File: src/design/cpec_pkg.sv
`timescale 1ns / 1ps
// Shared types, widths and arithmetic helpers of the circle pair collision unit.
// No dependencies; imported by every module of the block.
package cpec_pkg;

    localparam int unsigned IN_W       = 224;
    localparam int unsigned OUT_W      = 200;
    localparam int unsigned NORM_SHIFT = 30;
    localparam int unsigned MASS_SHIFT = 28;
    localparam int unsigned D2_W       = 50;   // dx^2 + dy^2
    localparam int unsigned ROOT_W     = D2_W / 2;
    localparam int unsigned Q_W        = 31;   // quotient bits, normal and mass
    localparam int unsigned NDEN_W     = ROOT_W;
    localparam int unsigned NNUM_W     = ROOT_W + NORM_SHIFT;
    localparam int unsigned MDEN_W     = 33;
    localparam int unsigned MNUM_W     = 62;

    typedef struct packed {
        logic signed [23:0] vy;
        logic signed [23:0] vx;
        logic signed [23:0] py;
        logic signed [23:0] px;
    } t_circ;

    typedef struct packed {
        logic [15:0] radius_b;
        t_circ       b;
        logic [15:0] radius_a;
        t_circ       a;
    } t_in;

    typedef struct packed {
        logic [6:0]         pad;
        logic signed [23:0] new_vel_b_y;
        logic signed [23:0] new_vel_b_x;
        logic signed [23:0] new_pos_b_y;
        logic signed [23:0] new_pos_b_x;
        logic signed [23:0] new_vel_a_y;
        logic signed [23:0] new_vel_a_x;
        logic signed [23:0] new_pos_a_y;
        logic signed [23:0] new_pos_a_x;
        logic               collided;
    } t_out;

    // arithmetic shift right, rounded to nearest, ties away from zero
    function automatic logic signed [63:0] rshr(input logic signed [63:0] v,
                                                input int unsigned s);
        logic signed [63:0] bias;
        bias = (64'sd1 <<< (s - 1)) - ((v < 0) ? 64'sd1 : 64'sd0);
        return (v + bias) >>> s;
    endfunction

    function automatic logic signed [23:0] sat24(input logic signed [63:0] v);
        logic signed [23:0] r;
        if (v > 64'sd8388607) begin
            r = 24'sh7FFFFF;
        end else if (v < -64'sd8388608) begin
            r = 24'sh800000;
        end else begin
            r = v[23:0];
        end
        return r;
    endfunction

endpackage

File: src/design/cpec_sqrt.sv
`timescale 1ns / 1ps
// Pipelined integer square root, floor(sqrt(x)), one result bit per stage.
// Uses cpec_pkg for the default width.
module cpec_sqrt import cpec_pkg::*; #(
    parameter int unsigned IN_W_P = D2_W
) (
    input  logic                  i_clk,
    input  logic                  i_en,
    input  logic [IN_W_P-1:0]     i_x,
    output logic [IN_W_P/2-1:0]   o_root
);
    localparam int unsigned RW    = IN_W_P / 2;
    localparam int unsigned REM_W = RW + 2;

    logic [IN_W_P-1:0] r_x    [RW];
    logic [RW-1:0]     r_root [RW];
    logic [REM_W-1:0]  r_rem  [RW];

    for (genvar k = 0; k < RW; k++) begin : g_stage
        logic [IN_W_P-1:0] x_in;
        logic [RW-1:0]     root_in;
        logic [REM_W-1:0]  rem_in;
        logic [REM_W+1:0]  rem_t;
        logic [REM_W+1:0]  trial;
        logic              ge;

        if (k == 0) begin : g_first
            assign x_in    = i_x;
            assign root_in = '0;
            assign rem_in  = '0;
        end else begin : g_next
            assign x_in    = r_x[k-1];
            assign root_in = r_root[k-1];
            assign rem_in  = r_rem[k-1];
        end

        assign rem_t = {rem_in, x_in[IN_W_P-1 -: 2]};
        assign trial = (REM_W + 2)'({root_in, 2'b01});
        assign ge    = (rem_t >= trial);

        always_ff @(posedge i_clk) begin
            if (i_en) begin
                r_x[k]    <= x_in << 2;
                r_root[k] <= {root_in[RW-2:0], ge};
                r_rem[k]  <= ge ? REM_W'(rem_t - trial) : REM_W'(rem_t);
            end
        end
    end

    assign o_root = r_root[RW-1];

endmodule

File: config.mk
export PLATFORM = sky130hd
export DESIGN_NAME = cpec_sqrt
export DESIGN_NICKNAME = d
export VERILOG_FILES = /design/src/design/cpec_pkg.sv /design/src/design/cpec_sqrt.sv
export SDC_FILE = /design/constraint.sdc
export NUM_CORES = 2
export LEC_CHECK = 0
export ABC_CLOCK_PERIOD_IN_PS = 7500
export CAP_MARGIN = 5
export CORE_AREA = 2 2 336 471
export DETAILED_ROUTE_END_ITERATION = 8
export DIE_AREA = 0 0 338 473
export DONT_BUFFER_PORTS = 1
export PLACE_DENSITY_LB_ADDON = 0.05
export SYNTH_ARGS = -nofsm -noshare
export SYNTH_HDL_FRONTEND = slang
export SYNTH_SLANG_ARGS = --single-unit
File: constraint.sdc
create_clock -name i_clk -period 7.5 [get_ports i_clk]
set_clock_uncertainty 0.2 [all_clocks]
set_input_delay 1.5 -clock i_clk [delete_from_list [all_inputs] [get_ports i_clk]]
set_output_delay 1.5 -clock i_clk [all_outputs]
set_load 0.02 [all_outputs]
# Yosys cells after proc, flatten, opt, wreduce, memory -nomap -nowiden
# Memory sizes are Yosys's and may differ from the RTL's.
# Cells that the tools add are included.
# op_classes
add_sub_neg,25
mul,0
n_div,0
order_cmp,25
n_eq_ne,0
n_shift,0
muxes,27
bitwise_logic,0
n_reduce_logical,0
# ops
op,count
$ge A29 B27 Y1,24
$mux W27,25
$sub A27 B27 Y27,24
$sub A2 B1 Y3 const B,1
$ge A2 B1 Y1 const B,1
$mux W1,2
# totals
reg_bits,0
latch_bits,0
ramBits,2500
mem_bits_ro,0
inputBits,52
output_inout_bits,25
elab_cells,80
n_memories,3
# mem_list
memory,depth,word_bits,rd,rd_clocked_by_memory_dff,write_ports,line,rtl
r_x,25,48,24,0,25,cpec_sqrt.sv:15,logic [IN_W_P-1:0] r_x [RW];
r_rem,25,27,24,0,25,cpec_sqrt.sv:17,logic [REM_W-1:0] r_rem [RW];
r_root,25,25,25,0,25,cpec_sqrt.sv:16,logic [RW-1:0] r_root [RW];

# Longest topological paths before layout
# An unclocked memory read counts as a cell.
# depth
ltp_word,3
mapped_depth,14
depth_no_buf,13

# Worst setup path before layout
# OpenSTA, ideal clock, no wires.
# synth_path
path_kind,register to register
from,mem r_rem[1][121] in the netlist's numbering
to,"mem r_rem[1][152] in the netlist's numbering, data pin"
arrival_ns,3.104
required_time_ns,7.034
path_slack_ns,3.930
path_stages_with_launch,13
n_path_buf,3
synth_period_minus_slack_ns,3.570
path_cell_list,edfxtp_1 or3_1 or4_1 buf_2 or4_1 or3_1 nor3_4 or2_1 buf_4 or3b_1 buf_4 nor3_1 xor2_1
# synth_rtl
element,line
"start, declared",cpec_sqrt.sv:17

==> flow_summary.ini <==
[run_status]
outcome = finished, violations left
violations = slew limit

[worst_setup_path]
rr_startpoint = r_root[1][51]
cp_common_cell = buf_16
rrSetupSlack_ns = 2.79
critPathMaxStageDelay_ns = 0.66
cp_max_fo = 257
critical_path.cell_chain = buf_16, buf_16, buf_16, buf_16
endpoint = r_root[1][12]
crit_required_ns = 7.68
r2r.worst_path.cells = 11
slowest_stage = buf_16
start_kind = input port
startpoint = i_en
path_class = input port to flip-flop
reg2reg_to = r_rem[2][103]
worst_setup_path_end_kind = flip-flop
arrival_ns = 4.94

[synthesis]
synth_top_cells_by_area = edfxtp_1 65%, ha_1 6.2%, xnor2_1 3.0%
ys_types = 84
synth-seq-area-share_pct = 64.89
ys_seq_elements = 1536
synthFlopType = edfxtp_1
synth_top_cell_by_area = edfxtp_1
synth_fp_nets = 5833
synth_edf_count = 1536
synthesis.instances = 5429
netlist_area_um2 = 71080
synth_async_sr_flop_share_pct = 0
yosysWarnings = 0
synth_most_common_cell = edfxtp_1
synth_common_cells = 1536 x edfxtp_1, 426 x inv_1, 352 x ha_1, 350 x nand2_1, 337 x nor2_1
synth_top_area_share_pct = 64.89
syn_avg_cell_area_um2 = 13.09

[clocking]
clock_path_buffers = 3
cts_resized = 0
clock-sinks = 1536
cts_buffers = 159
ctsHoldBuffers = 0
htree_levels = 4
postCtsSetupBuffers = 0
clock_latency_ns = 0.79
cts_tree = done
clk_pin_slew_worst_paths_ns = 0.07
clock-root-buffer = clkbuf_16

[die]
start_util_pct = 45.56
io_pins = 77
die-area_um2 = 159900
core_area_um2 = 156000
die_h_um = 473
rows = 172
die_w_um = 338

[timing]
hold_viol_final = 0
grt_setup_unrepaired = false
worst_slack_ns = 2.737
drv_slew = 100
slew_headroom_pct = -8.625
setup_viol = 0
tns_ns = 0
period_minus_slack_ns = 4.763
final.period_utilization_pct = 63.51
fmax_mhz = 210.0
worst_pin_slew_ns = 1.629

[layout]
fin_nets = 5923
drive_gt1_share_pct = 6.429
syn_to_final_growth_pct = 11.10
stdcell_count = 7735

[global_routing]
antenna_found_initial = 4
grt_pass1_wl_um = 229600
grt_start_max_net_pins = 258
track_usage_pct = 18.60
grt_remaining_overflow = 0
grt_pass1_vias = 41914

[power]
p_per_area_nw_per_um2 = 295.5
ir_drop_uv = 201.3
p_leak_nw = 29.94

[placed_design]
dp_slack_ns = 2.086
portBuffers = 0
hpwl_um = 107800
place.gp.congestion = 0.8765
place_inst = 7446

[drt]
drt-initial-drc-count = 2280
drc_errors = 0
num_vias = 41036
routed_wl_um = 147500
drt-vias-per-instance = 5.305
wl_per_cell_um = 19.07
drtAntennaViolNets = 0
drt_pre_antenna_iters = 5

[job]
cap_violations = 0

[hold_path]
hp-class = flip-flop to flip-flop
## where the power goes
part           internal, W  leakage (nW)  switching [W]  total [W]
logic              0.00168          12.6        0.00232    0.00400
registers           0.0107          14.7       0.000642     0.0114
clock network      0.00463          2.57        0.00332    0.00795
total               0.0171          29.9        0.00628     0.0233
## worst max-delay path: cells and delay by family
kind                   cells  cell delay [ns]
buffers and inverters      4             2.36
## how the worst min path moves through the flow
stage / startpoint / endpoint / slack, ns / cells after the start
3_5_place_dp: r_x[0][101] / r_x[0][151] / 0.20 / 0
2_1_floorplan: r_x[0][50] / r_x[0][100] / 0.20 / 0
3_3_place_gp: r_x[2][285] / r_x[2][335] / 0.20 / 0
6_report: r_x[0][166] / r_x[0][216] / 0.21 / 0
4_1_cts: r_x[1][33] / r_x[1][83] / 0.21 / 0
5_1_grt: r_x[1][137] / r_x[1][187] / 0.21 / 0
## registers in the layout (all words and copies together) (netlist names)
name and flops:
r_root 325, r_x 600, r_rem 611
## cells in the final DEF, fill, tap and decap left out, drive strengths merged, types with 12 or more instances in the layout
cell	synthesis	final
bufinv	0	19
nand3b	15	15
o21a	64	64
clkinv	0	66
inv	428	434
nand2b	65	65
a21o	125	125
clkbuf	86	190
a31oi	36	36
nand2	350	350
o211ai	16	16
o21ai	254	254
mux2	49	49
xor2	244	244
o21bai	33	33
or4	42	42
or3	57	57
a21oi	333	333
or2	26	26
nand3	84	84
nor2b	51	51
xnor2	247	247
and3	35	35
nor3	140	140
ha	352	352
a21boi	21	21
nor4	83	83
and2	24	24
a211oi	23	23
o31ai	43	43
mux2i	13	13
nor2	337	337
nor4b	12	12
edfxtp	1536	1536
buf	8	23
nand4	54	54
## cells by family (layout without fill, tap and decap cells)
family                     after synthesis  count (layout)  synth area share (%)
AOI/OAI and AO/OA                     1056            1056                 9.246
xor gates and xnor gates               491             491                 6.050
adders and majority gates              352             352                 6.196
buffers and inverters                  522             739                 2.771
DFF                                   1536            1536                 64.89
muxes                                   62              62                0.9593
other                                    1               2              0.005276
and+or+nand+nor                       1409            1409                 9.884
## through the flow
stage / cell area, um^2 / hold slack (ns) / total power (W) / util, %
2_1_floorplan: 71080 / 0.2003 / 0.01423 / -
3_3_place_gp: 73700 / 0.2003 / 0.01556 / 47.24
3_5_place_dp: 73730 / 0.2045 / 0.01559 / 47.25
4_1_cts: 78970 / 0.2131 / 0.02366 / 50.61
5_1_grt: 78970 / 0.2149 / 0.02453 / 50.61
6_report: 78970 / 0.2105 / 0.02334 / 50.61
## metal layers
metal / vias up / share of wire, % / track usage [%]
met5: - / 0 / 0
met4: 0 / 4.3 / 8.398
met3: 281 / 2.9 / 2.727
met2: 622 / 57 / 36.95
met1: 19814 / 36 / 18.63
li1: 20319 / - / -
## area by class of cell
class / instances / area (um^2)
Fill cell: 13401 / 77050
Sequential cell: 1536 / 46120
Multi-Input combinational cell: 3371 / 23050
Clock buffer: 190 / 4159
Tap cell: 2088 / 2613
Inverter: 428 / 1607
Clock inverter: 98 / 1084
Timing Repair Buffer: 23 / 332.8
Antenna cell: 1 / 2.502
(Power assumes the default switching activity.)
